$ cat src/rtl/core/nrtbs_pkg.sv
package nrtbs_pkg;

  localparam int TBL_N = 93;

  localparam logic [15:0] SMALL_LIMIT   = 16'd3824;
  localparam logic [15:0] LOW_RATE_SEG  = 16'd3816;
  localparam logic [15:0] HIGH_RATE_SEG = 16'd8424;
  localparam logic [4:0]  CRC_BITS      = 5'd24;
  localparam logic [11:0] RATE_ONE      = 12'd2048;
  localparam logic [11:0] RATE_QUARTER  = 12'd512;
  localparam logic [20:0] TBS_MAX       = 21'h1FFFFF;

  // ceil(2^s / seg) reciprocals, exact for 21-bit numerators
  localparam logic [23:0] RECIP_LOW        = 24'd2251032;
  localparam int          RECIP_LOW_SHIFT  = 33;
  localparam logic [23:0] RECIP_HIGH       = 24'd4078792;
  localparam int          RECIP_HIGH_SHIFT = 35;

  typedef logic [11:0] tbl_entry_t;

  function automatic tbl_entry_t tbs_table(input logic [6:0] idx);
    tbl_entry_t r;
    r = 12'd3824;
    case (idx)
      7'd0: r = 12'd24;     7'd1: r = 12'd32;     7'd2: r = 12'd40;
      7'd3: r = 12'd48;     7'd4: r = 12'd56;     7'd5: r = 12'd64;
      7'd6: r = 12'd72;     7'd7: r = 12'd80;     7'd8: r = 12'd88;
      7'd9: r = 12'd96;     7'd10: r = 12'd104;   7'd11: r = 12'd112;
      7'd12: r = 12'd120;   7'd13: r = 12'd128;   7'd14: r = 12'd136;
      7'd15: r = 12'd144;   7'd16: r = 12'd152;   7'd17: r = 12'd160;
      7'd18: r = 12'd168;   7'd19: r = 12'd176;   7'd20: r = 12'd184;
      7'd21: r = 12'd192;   7'd22: r = 12'd208;   7'd23: r = 12'd224;
      7'd24: r = 12'd240;   7'd25: r = 12'd256;   7'd26: r = 12'd272;
      7'd27: r = 12'd288;   7'd28: r = 12'd304;   7'd29: r = 12'd320;
      7'd30: r = 12'd336;   7'd31: r = 12'd352;   7'd32: r = 12'd368;
      7'd33: r = 12'd384;   7'd34: r = 12'd408;   7'd35: r = 12'd432;
      7'd36: r = 12'd456;   7'd37: r = 12'd480;   7'd38: r = 12'd504;
      7'd39: r = 12'd528;   7'd40: r = 12'd552;   7'd41: r = 12'd576;
      7'd42: r = 12'd608;   7'd43: r = 12'd640;   7'd44: r = 12'd672;
      7'd45: r = 12'd704;   7'd46: r = 12'd736;   7'd47: r = 12'd768;
      7'd48: r = 12'd808;   7'd49: r = 12'd848;   7'd50: r = 12'd888;
      7'd51: r = 12'd928;   7'd52: r = 12'd984;   7'd53: r = 12'd1032;
      7'd54: r = 12'd1064;  7'd55: r = 12'd1128;  7'd56: r = 12'd1160;
      7'd57: r = 12'd1192;  7'd58: r = 12'd1224;  7'd59: r = 12'd1256;
      7'd60: r = 12'd1288;  7'd61: r = 12'd1320;  7'd62: r = 12'd1352;
      7'd63: r = 12'd1416;  7'd64: r = 12'd1480;  7'd65: r = 12'd1544;
      7'd66: r = 12'd1608;  7'd67: r = 12'd1672;  7'd68: r = 12'd1736;
      7'd69: r = 12'd1800;  7'd70: r = 12'd1864;  7'd71: r = 12'd1928;
      7'd72: r = 12'd2024;  7'd73: r = 12'd2088;  7'd74: r = 12'd2152;
      7'd75: r = 12'd2216;  7'd76: r = 12'd2280;  7'd77: r = 12'd2408;
      7'd78: r = 12'd2472;  7'd79: r = 12'd2536;  7'd80: r = 12'd2600;
      7'd81: r = 12'd2664;  7'd82: r = 12'd2728;  7'd83: r = 12'd2792;
      7'd84: r = 12'd2856;  7'd85: r = 12'd2976;  7'd86: r = 12'd3104;
      7'd87: r = 12'd3240;  7'd88: r = 12'd3368;  7'd89: r = 12'd3496;
      7'd90: r = 12'd3624;  7'd91: r = 12'd3752;  7'd92: r = 12'd3824;
      default: r = 12'd3824;
    endcase
    return r;
  endfunction

endpackage

$ cat src/rtl/core/nrtbs_if.sv
interface nrtbs_in_if;
  logic       valid;
  logic       ready;
  logic [8:0] num_blocks;
  logic [3:0] symbols_per_slot;
  logic [11:0] code_rate_x2048;
  logic [3:0] modulation_order;
  logic [2:0] layer_count;
  modport source (output valid, num_blocks, symbols_per_slot, code_rate_x2048,
                  modulation_order, layer_count, input ready);
  modport sink (input valid, num_blocks, symbols_per_slot, code_rate_x2048,
                modulation_order, layer_count, output ready);
endinterface

interface nrtbs_out_if;
  logic        valid;
  logic        ready;
  logic [20:0] tbs_bits;
  logic [15:0] resource_elements;
  modport source (output valid, tbs_bits, resource_elements, input ready);
  modport sink (input valid, tbs_bits, resource_elements, output ready);
endinterface

interface nrtbs_cfg_if;
  logic       valid;
  logic       ready;
  logic [7:0] data;
  modport source (output valid, data, input ready);
  modport sink (input valid, data, output ready);
endinterface

$ cat src/rtl/core/nr_transport_block_size.sv
// Transport block size per TS 38.214 5.1.3.2. One query is one transfer in and one
// transfer out; the block is busy in between and takes a new query the cycle after
// the result transfer. The result is presented after the product chain for a zero
// size, after the table scan up to the first match for small sizes, after the
// ceiling division for large sizes with one code block and after the reciprocal
// segment count and the ceiling division otherwise. A sequencer reuses one
// registered multiplier for the product chain, the reciprocal segment count, the
// divisor 8c and the final size, and runs an 11-step compare-subtract for the
// ceiling over 8c and a one-entry-per-cycle table scan.
module nr_transport_block_size
  import nrtbs_pkg::*;
#(
  parameter int MAX_BLOCKS = 275,
  parameter int RE_CAP_PER_BLOCK = 156
)(
  input logic clk,
  input logic rst_n,
  nrtbs_in_if.sink    in_ch,
  nrtbs_out_if.source out_ch,
  nrtbs_cfg_if.sink   cfg_ch
);
  typedef enum logic [3:0] {
    S_IDLE, S_M1, S_M2, S_M3, S_M4, S_NI, S_FIN, S_SCAN, S_RMUL, S_RCAP,
    S_CMUL, S_CEIL, S_DIV, S_PMUL, S_TBS, S_OUT
  } state_t;

  state_t      st_r;
  logic [7:0]  ovh_r;
  logic [8:0]  blk_r;
  logic [7:0]  pb_r;
  logic [11:0] rate_r;
  logic [3:0]  qm_r;
  logic [2:0]  lay_r;
  logic [22:0] ninfo_r;
  logic [22:0] tot_r;
  logic [22:0] rem_r;
  logic [13:0] dvs_r;
  logic [10:0] cnt_r;
  logic [4:0]  bit_r;
  logic [6:0]  idx_r;
  logic [11:0] q_small_r;
  logic [20:0] tbs_r;
  logic [15:0] re_r;
  logic        low_r;
  logic [23:0] ma, mb;
  logic [47:0] mp;

  nrtbs_mul u_mul (.clk(clk), .a(ma), .b(mb), .p_r(mp));

  // per-block REs from current cfg and input
  logic [7:0]  pbc;
  always_comb begin
    logic [7:0] s12;
    s12 = 8'(in_ch.symbols_per_slot) * 8'd12;
    pbc = (s12 > ovh_r) ? s12 - ovh_r : 8'd0;
    if (pbc > 8'(RE_CAP_PER_BLOCK)) pbc = 8'(RE_CAP_PER_BLOCK);
  end

  // quantization helpers for ninfo
  logic [4:0]  lg;
  logic [22:0] xl;
  logic [4:0]  lgx;
  always_comb begin
    lg = 5'd0;
    for (int i = 0; i < 23; i++) if (ninfo_r[i]) lg = 5'(i);
    xl = ninfo_r - 23'(CRC_BITS);
    lgx = 5'd0;
    for (int i = 0; i < 23; i++) if (xl[i]) lgx = 5'(i);
  end

  logic [4:0]  ns;
  logic [11:0] qs;
  logic [4:0]  nl;
  logic [22:0] ql;
  always_comb begin
    ns = (lg > 5'd9) ? lg - 5'd6 : 5'd3;
    qs = 12'((ninfo_r >> ns) << ns);
    if (qs < 12'(CRC_BITS)) qs = 12'(CRC_BITS);
    nl = lgx - 5'd5;
    ql = ((xl + (23'd1 << (nl - 5'd1))) >> nl) << nl;
    if (ql < 23'd3840) ql = 23'd3840;
  end

  logic [22:0] sub_try;
  assign sub_try = rem_r - (23'(dvs_r) << bit_r);

  always_comb begin
    ma = 24'(blk_r);
    mb = 24'(pb_r);
    unique case (st_r)
      S_M1: begin ma = 24'(blk_r); mb = 24'(pb_r); end
      S_M2: begin ma = mp[23:0]; mb = 24'(qm_r); end
      S_M3: begin ma = mp[23:0]; mb = 24'(lay_r); end
      S_M4: begin ma = mp[23:0]; mb = 24'(rate_r); end
      S_RMUL: begin
        ma = 24'(tot_r + 23'(low_r ? LOW_RATE_SEG : HIGH_RATE_SEG) - 23'd1);
        mb = low_r ? RECIP_LOW : RECIP_HIGH;
      end
      S_CMUL: begin ma = 24'(cnt_r); mb = 24'd8; end
      S_PMUL: begin ma = 24'(cnt_r); mb = 24'(dvs_r); end
      default: begin ma = 24'(blk_r); mb = 24'(pb_r); end
    endcase
  end

  always_ff @(posedge clk) begin
    if (!rst_n) begin
      st_r <= S_IDLE;
      ovh_r <= 8'd1;
    end else begin
      if (cfg_ch.valid && cfg_ch.ready) ovh_r <= cfg_ch.data;
      unique case (st_r)
        S_IDLE: if (in_ch.valid) begin
          blk_r <= (in_ch.num_blocks > 9'(MAX_BLOCKS)) ? 9'(MAX_BLOCKS) : in_ch.num_blocks;
          pb_r  <= pbc;
          rate_r <= (in_ch.code_rate_x2048 > RATE_ONE) ? RATE_ONE : in_ch.code_rate_x2048;
          qm_r  <= (in_ch.modulation_order > 4'd8) ? 4'd8 : in_ch.modulation_order;
          lay_r <= (in_ch.layer_count > 3'd4) ? 3'd4 : in_ch.layer_count;
          st_r  <= S_M1;
        end
        S_M1: begin
          low_r <= (rate_r <= RATE_QUARTER);
          st_r <= S_M2;
        end
        S_M2: begin re_r <= mp[15:0]; st_r <= S_M3; end
        S_M3: st_r <= S_M4;
        S_M4: st_r <= S_NI;
        S_NI: begin
          ninfo_r <= 23'(mp >> 11);
          st_r <= S_FIN;
          idx_r <= 7'd0;
        end
        S_FIN: begin
          if (ninfo_r == 23'd0) begin
            tbs_r <= 21'd0; st_r <= S_OUT;
          end else if (ninfo_r <= 23'(SMALL_LIMIT)) begin
            q_small_r <= qs; st_r <= S_SCAN;
          end else begin
            tot_r <= ql + 23'(CRC_BITS);
            if (!low_r && ql <= 23'(HIGH_RATE_SEG)) begin
              cnt_r <= 11'd1; st_r <= S_CMUL;
            end else st_r <= S_RMUL;
          end
        end
        S_SCAN: begin
          if (tbs_table(idx_r) >= q_small_r || idx_r == 7'(TBL_N - 1)) begin
            tbs_r <= 21'(tbs_table(idx_r)); st_r <= S_OUT;
          end else idx_r <= idx_r + 7'd1;
        end
        S_RMUL: st_r <= S_RCAP;
        S_RCAP: begin
          // segment count c = ceil(tot/seg)
          cnt_r <= low_r ? 11'(mp >> RECIP_LOW_SHIFT) : 11'(mp >> RECIP_HIGH_SHIFT);
          st_r <= S_CMUL;
        end
        S_CMUL: st_r <= S_CEIL;
        S_CEIL: begin
          // d = 8c; count = ceil(tot/d)
          dvs_r <= mp[13:0];
          rem_r <= tot_r + 23'(mp[13:0]) - 23'd1;
          cnt_r <= 11'd0;
          bit_r <= 5'd10;
          st_r <= S_DIV;
        end
        S_DIV: begin
          if (rem_r >= (23'(dvs_r) << bit_r)) begin
            rem_r <= sub_try; cnt_r[bit_r[3:0]] <= 1'b1;
          end
          if (bit_r == 5'd0) st_r <= S_PMUL;
          else bit_r <= bit_r - 5'd1;
        end
        S_PMUL: st_r <= S_TBS;
        S_TBS: begin
          tbs_r <= 21'(mp - 48'(CRC_BITS));
          st_r <= S_OUT;
        end
        S_OUT: if (out_ch.ready) st_r <= S_IDLE;
        default: st_r <= S_IDLE;
      endcase
    end
  end

  assign in_ch.ready  = (st_r == S_IDLE);
  assign cfg_ch.ready = 1'b1;
  assign out_ch.valid = (st_r == S_OUT);
  assign out_ch.tbs_bits = tbs_r;
  assign out_ch.resource_elements = re_r;
endmodule

$ cat src/rtl/core/nrtbs_mul.sv
// Shared 24x24 multiplier with registered product.
module nrtbs_mul
  import nrtbs_pkg::*;
(
  input  logic        clk,
  input  logic [23:0] a,
  input  logic [23:0] b,
  output logic [47:0] p_r
);
  always_ff @(posedge clk) begin
    p_r <= a * b;
  end
endmodule
$ cat src/flat_wrapper.sv
// flat-port wrapper written by rule: the top's interface ports become plain ports
module nr_transport_block_size_flat import nrtbs_pkg::*;
#(
  parameter int MAX_BLOCKS = 275,
  parameter int RE_CAP_PER_BLOCK = 156
)
  (clk, rst_n, in_ch_valid, in_ch_num_blocks, in_ch_symbols_per_slot, in_ch_code_rate_x2048, in_ch_modulation_order, in_ch_layer_count, in_ch_ready, out_ch_valid, out_ch_tbs_bits, out_ch_resource_elements, out_ch_ready, cfg_ch_valid, cfg_ch_data, cfg_ch_ready);
  nrtbs_in_if in_ch_i ();
  nrtbs_out_if out_ch_i ();
  nrtbs_cfg_if cfg_ch_i ();
  input logic clk;
  input logic rst_n;
  input wire logic [$bits(in_ch_i.valid)-1:0] in_ch_valid;
  input wire logic [$bits(in_ch_i.num_blocks)-1:0] in_ch_num_blocks;
  input wire logic [$bits(in_ch_i.symbols_per_slot)-1:0] in_ch_symbols_per_slot;
  input wire logic [$bits(in_ch_i.code_rate_x2048)-1:0] in_ch_code_rate_x2048;
  input wire logic [$bits(in_ch_i.modulation_order)-1:0] in_ch_modulation_order;
  input wire logic [$bits(in_ch_i.layer_count)-1:0] in_ch_layer_count;
  output wire logic [$bits(in_ch_i.ready)-1:0] in_ch_ready;
  output wire logic [$bits(out_ch_i.valid)-1:0] out_ch_valid;
  output wire logic [$bits(out_ch_i.tbs_bits)-1:0] out_ch_tbs_bits;
  output wire logic [$bits(out_ch_i.resource_elements)-1:0] out_ch_resource_elements;
  input wire logic [$bits(out_ch_i.ready)-1:0] out_ch_ready;
  input wire logic [$bits(cfg_ch_i.valid)-1:0] cfg_ch_valid;
  input wire logic [$bits(cfg_ch_i.data)-1:0] cfg_ch_data;
  output wire logic [$bits(cfg_ch_i.ready)-1:0] cfg_ch_ready;
  assign in_ch_i.valid = in_ch_valid;
  assign in_ch_i.num_blocks = in_ch_num_blocks;
  assign in_ch_i.symbols_per_slot = in_ch_symbols_per_slot;
  assign in_ch_i.code_rate_x2048 = in_ch_code_rate_x2048;
  assign in_ch_i.modulation_order = in_ch_modulation_order;
  assign in_ch_i.layer_count = in_ch_layer_count;
  assign in_ch_ready = in_ch_i.ready;
  assign out_ch_valid = out_ch_i.valid;
  assign out_ch_tbs_bits = out_ch_i.tbs_bits;
  assign out_ch_resource_elements = out_ch_i.resource_elements;
  assign out_ch_i.ready = out_ch_ready;
  assign cfg_ch_i.valid = cfg_ch_valid;
  assign cfg_ch_i.data = cfg_ch_data;
  assign cfg_ch_ready = cfg_ch_i.ready;
  nr_transport_block_size #(.MAX_BLOCKS(MAX_BLOCKS), .RE_CAP_PER_BLOCK(RE_CAP_PER_BLOCK)) u_core (.clk(clk), .rst_n(rst_n), .in_ch(in_ch_i), .out_ch(out_ch_i), .cfg_ch(cfg_ch_i));
endmodule
$ cat config.mk
export PLATFORM = sky130hd
export DESIGN_NAME = nr_transport_block_size_flat
export DESIGN_NICKNAME = d
export VERILOG_FILES = /design/src/rtl/core/nrtbs_pkg.sv /design/src/rtl/core/nrtbs_if.sv /design/src/rtl/core/nr_transport_block_size.sv /design/src/rtl/core/nrtbs_mul.sv /design/src/flat_wrapper.sv
export SDC_FILE = /design/constraint.sdc
export NUM_CORES = 2
export LEC_CHECK = 0
export ABC_AREA = 1
export BUFFER_PORTS_ARGS = -buffer_cell sky130_fd_sc_hd__buf_2
export CAP_MARGIN = 0
export CORE_UTILIZATION = 37
export DETAILED_ROUTE_END_ITERATION = 7
export SLEW_MARGIN = 10
export SYNTH_ARGS = -nofsm -noshare
export SYNTH_HDL_FRONTEND = slang
export SYNTH_SLANG_ARGS = --single-unit
export TNS_END_PERCENT = 30
$ cat constraint.sdc
create_clock -name clk -period 10.2 [get_ports clk]
set_input_delay 1.53 -clock clk [delete_from_list [all_inputs] [get_ports clk]]
set_output_delay 1.53 -clock clk [all_outputs]
set_load 0.01 [all_outputs]
# After elaboration in Yosys (flattened, before gate mapping)
# Memories as Yosys holds them, arrays and structs flattened. A register that Yosys moved wholly into a read port is not among the register bits.
# Cells that the tools add are included.
[word_totals]
register_bits = 250
mem_bits_ro = 2304
mem_count = 2
[op_classes]
n_addsub = 15
mul = 2
magnitude_cmp = 16
eq_ne = 27
n_shift = 6
n_mux = 80
bitwise = 3
n_reduce_logical = 26
[mem_list]
columns = ["memory", "words", "word_bits", "read_ports", "rd_clocked_by_memory_dff", "wr", "line_no", "rtl"]
rows = [
  ["(name not given)", 128, 9, 1, 1, 0, "nrtbs_pkg.sv:24", "case (idx)"],
  ["(name not given)", 128, 9, 1, 1, 0, "nrtbs_pkg.sv:24", ""],
]
[ops]
columns = ["operator", "n"]
rows = [
  ["$mux 5", 30],
  ["$pmux 24 s6", 1],
  ["$pmux 24 s3", 1],
  ["$pmux 4 s16", 1],
  ["$mux 21", 3],
  ["$pmux 21 s3", 1],
  ["$mux 4", 14],
  ["$mux 11", 5],
  ["$mul 24x24->46", 1],
  ["$mux 23", 2],
  ["$pmux 23 s2", 1],
  ["$shr 23x5->23", 2],
  ["$pmux 11 s4", 1],
  ["$eq 4x4->1 const B", 8],
  ["$add 23x23->24", 1],
  ["$mux 12", 2],
  ["$sub 24x1->24 const B", 1],
  ["$add 23x14->23", 1],
  ["$add 23x23->23", 1],
  ["$add 23x5->23 const B", 1],
  ["$ge 23x23->1", 1],
  ["$le 23x12->1 const B", 1],
  ["$le 23x14->1 const B", 1],
  ["$logic_not 23->1", 1],
  ["57 further kinds", 93],
]

# Logic depth before layout (Yosys ltp)
[depth]
depth_word = 37
mapped_depth = 81

# Cells and area by module
# A second synthesis with hierarchy kept.
[unflattened]
cells_unflattened = 5931
hier_area_um2 = 42171.7
[modules_own_cells]
columns = ["mod", "instances", "cells_each", "area_per_inst_um2"]
rows = [
  ["nrtbs_mul", 1, 2896, 21455.6],
  ["nr_transport_block_size", 1, 3035, 20716.1],
]

# Worst setup path after synthesis
# Ideal clock, no wire load.
[synth_path]
kind = "reg2reg"
startpoint = "reg u_core.st_r[0]"
endpoint = "reg u_core.u_mul.p_r[44]"
setup_time_ns = 0.127
arrival_time_ns = 9.417
path_slack_ns = 0.656
path_stages_with_launch = 55
path_buffers = 2
path_cell_list = "dfxtp_1 > inv_1 > nor2_1 > inv_1 > nor2_1 > a21oi_1 > inv_1 > nor3_1 > inv_1 > clkbuf_1 > nand2_1 > o21ai_0 > inv_1 > clkbuf_1 > nand2_1 > fa_1 > fa_1 > inv_1 > [19 not listed] > nand2_1 > nand2_1 > a21oi_1 > nor2_1 > nor2_1 > o21ai_0 > a31oi_1 > o21bai_1 > nand3_1 > nand2_1 > a21o_1 > a21oi_1 > o21ai_0 > nand3_1 > nand2_1 > nand3_1 > o21ai_0 > xor2_1"
[synth_via]
elab_chain_cells = 4
[synth_lines]
columns = ["item", "line_no", "rtl"]
rows = [
  ["start: declaration", "nr_transport_block_size.sv:27", "state_t st_r;"],
  ["start signal: assignment", "nr_transport_block_size.sv:107", "st_r <= S_IDLE;"],
  ["start signal: assignment", "nr_transport_block_size.sv:118", "st_r <= S_M1;"],
  ["start signal: assignment", "nr_transport_block_size.sv:122", "st_r <= S_M2;"],
  ["$eq 4x2->1, or another cell as far along", "nr_transport_block_size.sv:90", "unique case (st_r)"],
  ["$reduce_or 3->1 (no line) / $reduce_or 2->1 (equally long branches)", "-", ""],
  ["$pmux 24 s3", "nr_transport_block_size.sv:90", ""],
  ["$mul 24x24->46 *", "nrtbs_mul.sv:11", "p_r <= a * b;"],
  ["end signal: assignment", "nrtbs_mul.sv:11", ""],
  ["end: declaration", "nrtbs_mul.sv:8", "output logic [47:0] p_r"],
]
# Every way passes the cells marked *; elsewhere a longest branch is shown, timed or not.
# A chain may end at the register's enable or synchronous reset.

# Final worst setup path
[layout_path]
startpoint = "reg u_core.st_r[3]"
endpoint = "reg u_core.u_mul.p_r[42]"
# The elaborated chain is that of the path after synthesis.

==> impl_metrics.py <==
metrics = {
    "outcome": {
        "outcome": "finished clean",
    },
    "timing": {
        "slew_violations": 0,
        "tightest_slew_ns": 1.11,
        "period_share_pct": 95.7,
        "fin_crit_ns": 9.76,
        "fmax_mhz": 102,
        "setup_tns_ns": 0,
        "skew_ns": 0.0374,
        "max_slew_margin_pct": 25.8,
        "hold_viol_final": 0,
        "setup_viol": 0,
    },
    "clock_tree": {
        "cts_tree": "yes",
        "clk-insertion-delay-late_ns": 0.58,
        "cts.reportedPaths.clkPinSlew_ns": 0.06,
        "cts-root-buf": "clkbuf_16",
        "cts_max_path_buffers": 3,
        "cts_made_buffers": 36,
        "cts.sinks": 259,
        "cts_hold_buf": 0,
        "htreeDepth": 2,
    },
    "global_routing": {
        "grt-ovfl-total": 0,
        "grt_pass1_vias": 32400,
        "antenna_found_initial": 4,
        "grt_pass1_wl_um": 190000,
        "track_usage_pct": 24.2,
        "grt_start_max_net_pins": 59,
    },
    "worst_setup_path": {
        "start_kind": "register",
        "timing.reg2reg.setup_slack_ns": 0.44,
        "worstPathArrival_ns": 10.20,
        "critical_path_class": "reg -> reg",
        "cpPeakStageDelay_ns": 0.55,
        "crit_slowest_cell": "fa_1",
        "cp_data_required_time_ns": 10.64,
        "cpMostUsedCell": "nand2_1",
        "cp_max_fo": 7,
        "crit_path_end_kind": "register",
    },
    "placement": {
        "place_congestion": 0.992,
        "io_buffers": 83,
        "dpl.hpwl_um": 103000,
    },
    "detailed_routing": {
        "ant_nets": 0,
        "routed_wirelength_um": 123000,
        "wl_met3_um": 9560,
        "drt-met1-wl_um": 55300,
        "highest_layer": "met5",
        "met2_length_um": 54600,
        "drtPass1Iterations": 6,
        "routedWlPerCell_um": 19.4,
        "vias": 33300,
        "vias_per_cell": 5.26,
        "drt-initial-drc-count": 3194,
        "drc": 0,
    },
    "cells_and_area": {
        "drive_gt1_share_pct": 11.0,
        "final_util_pct": 42.0,
        "final_cell_mix": "nand2_1 (955), inv_1 (929), fa_1 (395)",
        "nets": 5781,
        "area_growth_pct": 12.1,
        "layout_commonest_cell": "nand2_1",
    },
    "logic_synthesis": {
        "synth-async-reset-ratio_pct": 0,
        "syn_area_mm2": 0.0369,
        "synth.net_count": 5616,
        "syn_avg_cell_area_um2": 7.62,
        "ys_ff_latch": 259,
        "synth_edf_count": 192,
        "synthFlopType": "edfxtp_1",
        "netlist_instances": 4843,
        "seq_area_frac_synth_pct": 19.3,
        "synth_cell_types": 73,
        "synth_warnings": 0,
    },
    "worst_hold_path": {
        "hp-class": "reg -> reg",
    },
    "power": {
        "powerDensity_mw_per_mm2": 179,
        "p_total_mw": 7.40,
        "leakagePower_nw": 20.6,
        "worst_ir_drop_vdd_mv": 0.407,
    },
    "die": {
        "rows": 115,
        "initial_core_util_pct": 37.5,
        "core_mm2": 0.0986,
        "io_pins": 85,
        "die_h_um": 318,
        "fp.dieW_um": 318,
        "die_area_mm2": 0.101,
    },
    "run": {
        "maxCapViolCount": 0,
    },
}
## worst paths after layout
| check | start | endpoint | depth (start not counted) |
|---|---|---|---|
| max | u_core.st_r[3] | u_core.u_mul.p_r[42] | 50 |
| min | u_core.ovh_r[7] | u_core.ovh_r[7] | 2 |
| max reg2reg | u_core.st_r[3] | u_core.u_mul.p_r[42] | 50 |
| min reg2reg | u_core.ovh_r[7] | u_core.ovh_r[7] | 2 |
## sequential cells by signal, summed over array words and instances, names as in the netlist, 14 cells and up, named ones only
signal / count
u_core.u_mul.p_r: 46
u_core.out_ch.resource_elements: 16
u_core.dvs_r: 14
u_core.tot_r: 23
u_core.rem_r: 23
u_core.out_ch.tbs_bits: 21
u_core.ninfo_r: 23
## stage by stage
step | setup WS [ns] | cell area [µm²] | instances | hold WS, ns
3_5_place_dp | 0.0224 | 39700 | 6234 | 0.458
3_3_place_gp | 0.203 | 39700 | 6234 | 0.449
2_1_floorplan | 0.656 | 36900 | 4843 | 0.386
4_1_cts | 0.0116 | 41000 | 6300 | 0.466
6_report | 0.441 | 41400 | 6324 | 0.461
5_1_grt | -0.132 | 41400 | 6323 | 0.496
## routing by layer
metal | up-vias | track usage, %
li1 | 15800 | -
met1 | 16000 | 34.3
met2 | 1231 | 38.0
met3 | 178 | 3.88
met4 | 2 | 6.80
met5 | - | 0
## power breakdown
group	switching [mW]	internal, mW	total, mW
Clock	0.519	0.849	1.37
Sequential	0.104	1.31	1.41
Combinational	2.77	1.84	4.61
Total	3.39	4.00	7.40
## cells in the mapped netlist (9+ instances only)
cell      number  area [µm²]
xnor2_1       26         228
xor2_1        63         552
o211ai_1      23         173
clkinv_1      11        41.3
fa_1         395        7910
o21ai_0      277        1390
nor3_1        78         390
a21oi_1      212        1060
or2_2         11        68.8
a221oi_1      17         149
clkbuf_1     104         390
dfxtp_1       67        1340
buf_2         26         130
buf_1         12        45.0
nand3_2       31         310
o22ai_1       17         106
nor2_1       408        1530
o21bai_1      11        82.6
inv_1        938        3520
ha_1         333        4170
mux2i_1        9        90.1
o31ai_1       11        82.6
o21ai_1        9        45.0
edfxtp_1     192        5770
nand2_2       37         231
nor2_2        15        93.8
nor4_1        16         100
nand3_1      338        1690
nand4_1       53         332
nand2_1      958        3600
nor2_4        10         113
inv_2         12        45.0
a31oi_1       14        87.6
## cells by family (layout without fill, tap and decap cells)
| family | after synthesis | after routing | synth area share, % |
|---|---|---|---|
| fa+ha+maj | 728 | 728 | 32.7 |
| simple gates | 1979 | 1979 | 23.7 |
| buf+inv | 1110 | 1303 | 11.5 |
| mux | 9 | 9 | 0.244 |
| xor+xnor | 95 | 95 | 2.38 |
| compound gates | 662 | 662 | 10.3 |
| other cells | 1 | 2 | 0.0102 |
| flops | 259 | 259 | 19.3 |
## what timing repair did
item,CTS,global route
resized for setup,3,80
buffers inserted,0,23
pin swaps,0,8
endpoints found under the setup margin,1,32
gates cloned,0,0
## worst max-delay path, delay by kind of cell, from the launching register on
kind / cells / cell delay (ns)
XOR/XNOR: 1 / 0.14
adder cells (fa/ha/maj): 8 / 3.56
buffers and inverters: 8 / 0.90
AO/OA/AOI/OAI: 16 / 2.32
flip-flops: 1 / 0.37
AND/OR/NAND/NOR: 17 / 2.34
## layout make-up
type	instances	area, µm²
multi-input cells	3474	25800
repair buffers	274	1920
clock inverters	23	333
diodes	1	2.50
clock buffers	43	947
fillers	10000	57200
inverters	963	3630
flip-flops and latches	259	7110
well taps	1287	1610
Power figures use the tool's default switching activity.
